$ cat src/design/rpf_pkg.sv
// rpf_pkg: shared types and constants of the rgb pixel filter stream
// no dependencies; imported by every module of the block
`timescale 1ns / 1ps

package rpf_pkg;

  localparam int unsigned MAX_WIDTH_DEF = 2048;

  localparam int unsigned CFG_DATA_W = 16;

  typedef logic [1:0] cfg_idx_t;
  typedef logic [CFG_DATA_W-1:0] cfg_data_t;

  typedef enum logic [1:0] {
    REG_FILTER_MODE  = 2'd0,
    REG_IMAGE_WIDTH  = 2'd1,
    REG_IMAGE_HEIGHT = 2'd2
  } cfg_reg_e;

  typedef enum logic [1:0] {
    MODE_SEPIA  = 2'd0,
    MODE_GRAY   = 2'd1,
    MODE_BLUR   = 2'd2,
    MODE_INVERT = 2'd3
  } mode_e;

  // how the result of one item is formed
  typedef enum logic [1:0] {
    KIND_POINT = 2'd0,
    KIND_MEAN  = 2'd1,
    KIND_PASS  = 2'd2
  } kind_e;

  typedef struct packed {
    logic [7:0] r;
    logic [7:0] g;
    logic [7:0] b;
  } rgb_t;

  typedef struct packed {
    logic  res;
    logic  pix_item;
    kind_e kind;
    mode_e mode;
    logic  frame_end;
  } ctrl_t;

  // sepia weights, 16 fraction bits; row = output channel, column = r g b
  localparam logic [15:0] SEPIA_W [3][3] = '{
    '{16'd25756, 16'd50397, 16'd12386},
    '{16'd22872, 16'd44958, 16'd11010},
    '{16'd17826, 16'd34996, 16'd8585}
  };

  // floor(x / 5) == (x * DIV5_MUL) >> DIV5_SHIFT for the blur sums
  localparam logic [15:0] DIV5_MUL   = 16'd52429;
  localparam int unsigned DIV5_SHIFT = 18;

endpackage

$ cat src/design/rpf_pixel_math.sv
// rpf_pixel_math: point filters and 5-point mean, two stages plus output register
// depends on rpf_pkg
`timescale 1ns / 1ps

module rpf_pixel_math (
  input  logic           clk_i,
  input  logic           rst_ni,
  input  logic           en_i,
  input  rpf_pkg::ctrl_t s1_ctrl_i,
  input  rpf_pkg::rgb_t  s1_pix_i,
  input  rpf_pkg::rgb_t  center_i,
  input  rpf_pkg::rgb_t  right_i,
  input  rpf_pkg::rgb_t  up_i,
  output logic           res_valid_o,
  output rpf_pkg::rgb_t  res_o,
  output logic           res_end_o
);
  import rpf_pkg::*;

  rgb_t        left_q;
  logic [7:0]  pix_ch [3];
  logic [7:0]  lf_ch [3];
  logic [7:0]  ct_ch [3];
  logic [7:0]  rt_ch [3];
  logic [7:0]  up_ch [3];
  logic [23:0] prod_d [3][3];
  logic [10:0] bsum_d [3];
  logic [12:0] gray_sum;

  ctrl_t       s2_ctrl_q;
  logic [23:0] prod_q [3][3];
  logic [10:0] bsum_q [3];
  logic [7:0]  gray_q;
  rgb_t        inv_q, pass_q;

  logic [25:0] sep_sum [3];
  logic [26:0] div_prod [3];
  logic [7:0]  res_ch [3];
  rgb_t        res_d;

  logic        out_v_q;
  rgb_t        out_q;
  logic        out_end_q;

  always_comb begin
    pix_ch = '{s1_pix_i.r, s1_pix_i.g, s1_pix_i.b};
    lf_ch  = '{left_q.r, left_q.g, left_q.b};
    ct_ch  = '{center_i.r, center_i.g, center_i.b};
    rt_ch  = '{right_i.r, right_i.g, right_i.b};
    up_ch  = '{up_i.r, up_i.g, up_i.b};
    for (int c = 0; c < 3; c++) begin
      for (int k = 0; k < 3; k++) begin
        prod_d[c][k] = SEPIA_W[c][k] * pix_ch[k];
      end
      bsum_d[c] = 11'(lf_ch[c]) + 11'(ct_ch[c]) + 11'(rt_ch[c]) + 11'(up_ch[c])
                + 11'(pix_ch[c]);
    end
    gray_sum = 13'(11 * s1_pix_i.r) + 13'({s1_pix_i.g, 4'b0}) + 13'(5 * s1_pix_i.b);
  end

  // left neighbour is the center read of the previous pixel transfer
  always_ff @(posedge clk_i) begin
    if (en_i && s1_ctrl_i.pix_item) begin
      left_q <= center_i;
    end
  end

  always_ff @(posedge clk_i or negedge rst_ni) begin
    if (!rst_ni) begin
      s2_ctrl_q <= '0;
    end else if (en_i) begin
      s2_ctrl_q <= s1_ctrl_i;
    end
  end

  always_ff @(posedge clk_i) begin
    if (en_i) begin
      prod_q <= prod_d;
      bsum_q <= bsum_d;
      gray_q <= gray_sum[12:5];
      inv_q  <= ~s1_pix_i;
      pass_q <= center_i;
    end
  end

  always_comb begin
    for (int c = 0; c < 3; c++) begin
      sep_sum[c]  = 26'(prod_q[c][0]) + 26'(prod_q[c][1]) + 26'(prod_q[c][2]);
      div_prod[c] = bsum_q[c] * DIV5_MUL;
      res_ch[c]   = 8'd0;
      case (s2_ctrl_q.kind)
        KIND_MEAN: res_ch[c] = div_prod[c][DIV5_SHIFT+7:DIV5_SHIFT];
        KIND_PASS: res_ch[c] = pass_q[23-8*c -: 8];
        default: begin
          case (s2_ctrl_q.mode)
            MODE_SEPIA: res_ch[c] = (sep_sum[c][25:24] != 2'b0) ? 8'hff : sep_sum[c][23:16];
            MODE_GRAY:  res_ch[c] = gray_q;
            default:    res_ch[c] = inv_q[23-8*c -: 8];
          endcase
        end
      endcase
    end
    res_d = '{r: res_ch[0], g: res_ch[1], b: res_ch[2]};
  end

  always_ff @(posedge clk_i or negedge rst_ni) begin
    if (!rst_ni) begin
      out_v_q <= 1'b0;
    end else if (en_i) begin
      out_v_q <= s2_ctrl_q.res;
    end
  end

  always_ff @(posedge clk_i) begin
    if (en_i) begin
      out_q     <= res_d;
      out_end_q <= s2_ctrl_q.frame_end;
    end
  end

  assign res_valid_o = out_v_q;
  assign res_o       = out_q;
  assign res_end_o   = out_end_q;

endmodule

$ cat config.mk
export PLATFORM = sky130hd
export DESIGN_NAME = rpf_pixel_math
export DESIGN_NICKNAME = d
export VERILOG_FILES = /design/src/design/rpf_pkg.sv /design/src/design/rpf_pixel_math.sv
export SDC_FILE = /design/constraint.sdc
export NUM_CORES = 2
export LEC_CHECK = 0
export ABC_AREA = 1
export BUFFER_PORTS_ARGS = -buffer_cell sky130_fd_sc_hd__buf_4
export CORE_AREA = 2 2 362 364
export DETAILED_ROUTE_END_ITERATION = 6
export DIE_AREA = 0 0 364 366
export GPL_TIMING_DRIVEN = 0
export PLACE_DENSITY = 0.43
export SLEW_MARGIN = 20
export SYNTH_ARGS = -nofsm -noshare
export SYNTH_HDL_FRONTEND = slang
export SYNTH_SLANG_ARGS = --single-unit
$ cat constraint.sdc
create_clock -name clk_i -period 4.95 [get_ports clk_i]
set_clock_uncertainty 0.1 [all_clocks]
set_input_delay 0.99 -clock clk_i [delete_from_list [all_inputs] [get_ports clk_i]]
set_output_delay 0.99 -clock clk_i [all_outputs]
set_load 0.02 [all_outputs]
==> results by group <==
Floorplan
  • Core Box Area: approximately 0.13 sq mm
  • Initial core utilization: 0.319
  • Die Ht: 366 microns
  • Die area: 0.133 sq mm
  • Rows: between 100 and 150
  • IO Count: approximately 130
  • Chip Width: between 300 and 400 microns

Final layout
  • Syn-to-layout area delta: 13.4%
  • Share of layout cells above drive strength 1: 0.0833
  • Final net count: around 6,000
  • Fillers: 13,296
  • Ant. Diodes: 0
  • Final instance area: between 0.04 and 0.05 sq mm
  • Register area: between 0.009 and 0.01 sq mm
  • Multi-input logic area: 0.0282 sq mm

Global routing
  • First-pass GRT wire length: just under 200,000 microns
  • Vias in the first global route: between 30,000 and 40,000
  • All-Layer GR Usage: 0.199
  • Initial antenna violation count: 3
  • Largest net degree at the start of global routing: 91
  • Global route total overflow: 0

Timing
  • Worst Max-Slew Pin Slew: between 900 and 1000 ps
  • F_max: 208 MHz
  • RSZ-0062 raised after global routing: true
  • # setup viols final: 0
  • Final Hold Vio Count: 0
  • TNS Setup: 0 ps
  • Rel. slew slack: 0.399
  • Period utilization: 0.969
  • Slew Limit Fails: 0
  • Post-route minimum period: roughly 4800 ps

Synth
  • Mean Syn Cell Area: approximately 9.1 sq um
  • Number of synthesized flops with an enable pin: 319
  • Top_reg_cell synth: edfxtp_1
  • Post-synth ARST share: 0.0215
  • Mapped Area: roughly 0.041 sq mm
  • Yosys top cell area share: 0.233
  • Yosys warnings: 0
  • Gate Count Post-Synth: between 4,000 and 5,000
  • Top cells by count, synth: inv_1 (925), nand2_1 (770), ha_1 (723), fa_1 (415), a21oi_1 (353)
  • Synthesis-stage register bit count: 326
  • Most common cell in the netlist: inv_1
  • Post-synth top area cell: edfxtp_1
  • Ranking of synthesized cells by area: edfxtp_1 (23%), ha_1 (22%), fa_1 (20%)
  • Synthesized Nets: roughly 5,800
  • Register area share after synthesis: 0.237
  • Netlist cell types: 53

CTS
  • CTS tree: built
  • Clock Sinks: roughly 330
  • H-tree levels: 2
  • CTS Buffer Depth: 3
  • CTS Buf Count: 48
  • Clk Latency, worst-skew pair: between 600 and 700 ps
  • CTS root buf: clkbuf_16
  • Reg clk slew, reported paths: around 80 ps

Detailed routing
  • Detailed Route WL: 131,000 microns
  • # DRC: 0
  • DR iter-0 viols: between 1,500 and 2,000
  • DR vias/cell: 4.70
  • TritonRoute pass-1 iters: 5
  • Vias: 30,546
  • Avg WL per Cell: 20.2 microns
  • Post-route ant nets: 0

Setup path
  • Crit path kind: reg2reg
  • Peak fanout along the critical path: 4
  • Worst setup SP type: flip-flop
  • CP bufs+invs: 7
  • Max incr delay on CP: 500 ps
  • Worst-path cell chain: ha_4 -> inv_1 -> fa_1 -> inv_1 -> fa_1 -> inv_1 -> fa_1 -> inv_1 -> fa_1 -> ha_4 -> nand2_1 -> inv_1 -> nand2_2 -> nor3_4 -> buf_4 -> nand3_1 -> nand3_1 -> nand2_1 -> nand3_1 -> nand2_1 -> inv_1 -> a21oi_1
  • Most frequent CP cell: inv_1
  • Data required time at the worst endpoint: between 5000 and 6000 ps
  • CP delay by family, top: adder cells
  • Setup crit end kind: flip-flop
  • WP data arrival: 5090 ps
  • CP max-delay cell: fa_1

Flow run
  • Max-Cap Viols: 0

Placement
  • Gp weighted congestion: between 0.8 and 0.9
  • DP HPWL: 111,000 microns
  • Port Buf Inserts: between 100 and 150
  • Cell area after placement: about 0.044 sq mm

Run status
  • Status: completed

Min path
  • HP Class: reg2reg
==> state kept, by name (all words and copies together), names as in the netlist <==
register,cells
prod_q,181
bsum_q,33
inv_q,24
left_q,24
pass_q,24
res_o,24
gray_q,8
s2_ctrl_q,6
res_end_o,1
res_valid_o,1
==> final timing paths <==
path	from	end	slack (ps)	depth (start not counted)
max	bsum_q[31]$_DFFE_PP_	res_o[21]$_DFFE_PP_	150	22
max in group asynchronous	rst_ni	s2_ctrl_q[0]$_DFFE_PN0P_	4020	2
min	s2_ctrl_q[0]$_DFFE_PN0P_	res_end_o$_DFFE_PP_	340	0
max reg2reg	bsum_q[31]$_DFFE_PP_	res_o[21]$_DFFE_PP_	150	22
min reg2reg	s2_ctrl_q[0]$_DFFE_PN0P_	res_end_o$_DFFE_PP_	340	0
min in group asynchronous	rst_ni	s2_ctrl_q[6]$_DFFE_PN0P_	590	2
==> layout by cell type, fill, tap and decap left out, types with 5 or more instances in the layout <==
cell type and count:
a21o_1 22, bufinv_16 6, o21bai_1 17, ha_1 707, nand2_2 26, o2111ai_1 7, nand3_1 174, clkbuf_16 48
clkinv_2 8, o31ai_1 6, xor2_1 118, inv_1 919, o21ai_2 9, a21oi_1 335, clkbuf_1 21, inv_2 16
nand4_1 53, clkinv_4 6, fa_2 8, nand2_1 755, nor2_2 15, xnor2_1 48, nor3_2 8, nor3_1 31
a21oi_2 26, buf_4 163, a31oi_1 14, edfxtp_1 319, o21ai_1 25, nor2_4 5, o21ai_0 122, fa_1 407
nand3b_1 7, a211oi_1 9, dfrtp_1 7, nor2_1 208, o21a_1 12, ha_4 13
==> final cells by class <==
type	instances	share of cell area
Multi-Input combinational cell	3232	0.604
Sequential cell	326	0.209
Inverter	935	0.0752
Tap cell	1742	0.0467
Timing Repair Buffer	169	0.0291
Clock buffer	59	0.0269
Clock inverter	29	0.00756
Buffer	14	0.00126
==> cells by family after synthesis <==
group / synth area share
buffers and inverters: 0.0868
AND/OR/NAND/NOR: 0.134
adder cells (fa/ha/maj): 0.422
multiplexers: 0.000548
flip-flops: 0.237
XOR/XNOR: 0.0353
AO/OA/AOI/OAI: 0.0846
==> per-stage QoR <==
| step | hold WS, ps | util | worst slack, ps | cells |
|---|---|---|---|---|
| after floorplan | 321 | - | 134 | 4507 |
| after global placement | 327 | 0.343 | -1350 | 6380 |
| after detailed placement | 332 | 0.344 | -617 | 6384 |
| after CTS | 345 | 0.357 | 8.16 | 6477 |
| after global routing | 359 | 0.362 | -26.9 | 6506 |
| final | 342 | 0.362 | 153 | 6506 |
==> metal layers <==
metal | share of wire | vias to the layer above | track usage
li1 | - | 15223 | -
met1 | 0.47 | 14649 | 0.273
met2 | 0.47 | 566 | 0.333
met3 | 0.041 | 106 | 0.0251
met4 | 0.020 | 2 | 0.0436
met5 | 0.000091 | - | 0
==> what timing repair did <==
action | 4_1_cts | 5_1_grt
pin swaps | 0 | 23
gates resized for setup | 7 | 83
hold endpoints to repair | 6 | 0
cloned | 0 | 0
setup endpoints to repair | 11 | 33
setup buffers | 4 | 29
hold buffers | 1 | 0
Power is left out: the tool's default activity adds up to more than one toggle a clock period on the data nets, which glitch-free logic cannot reach.
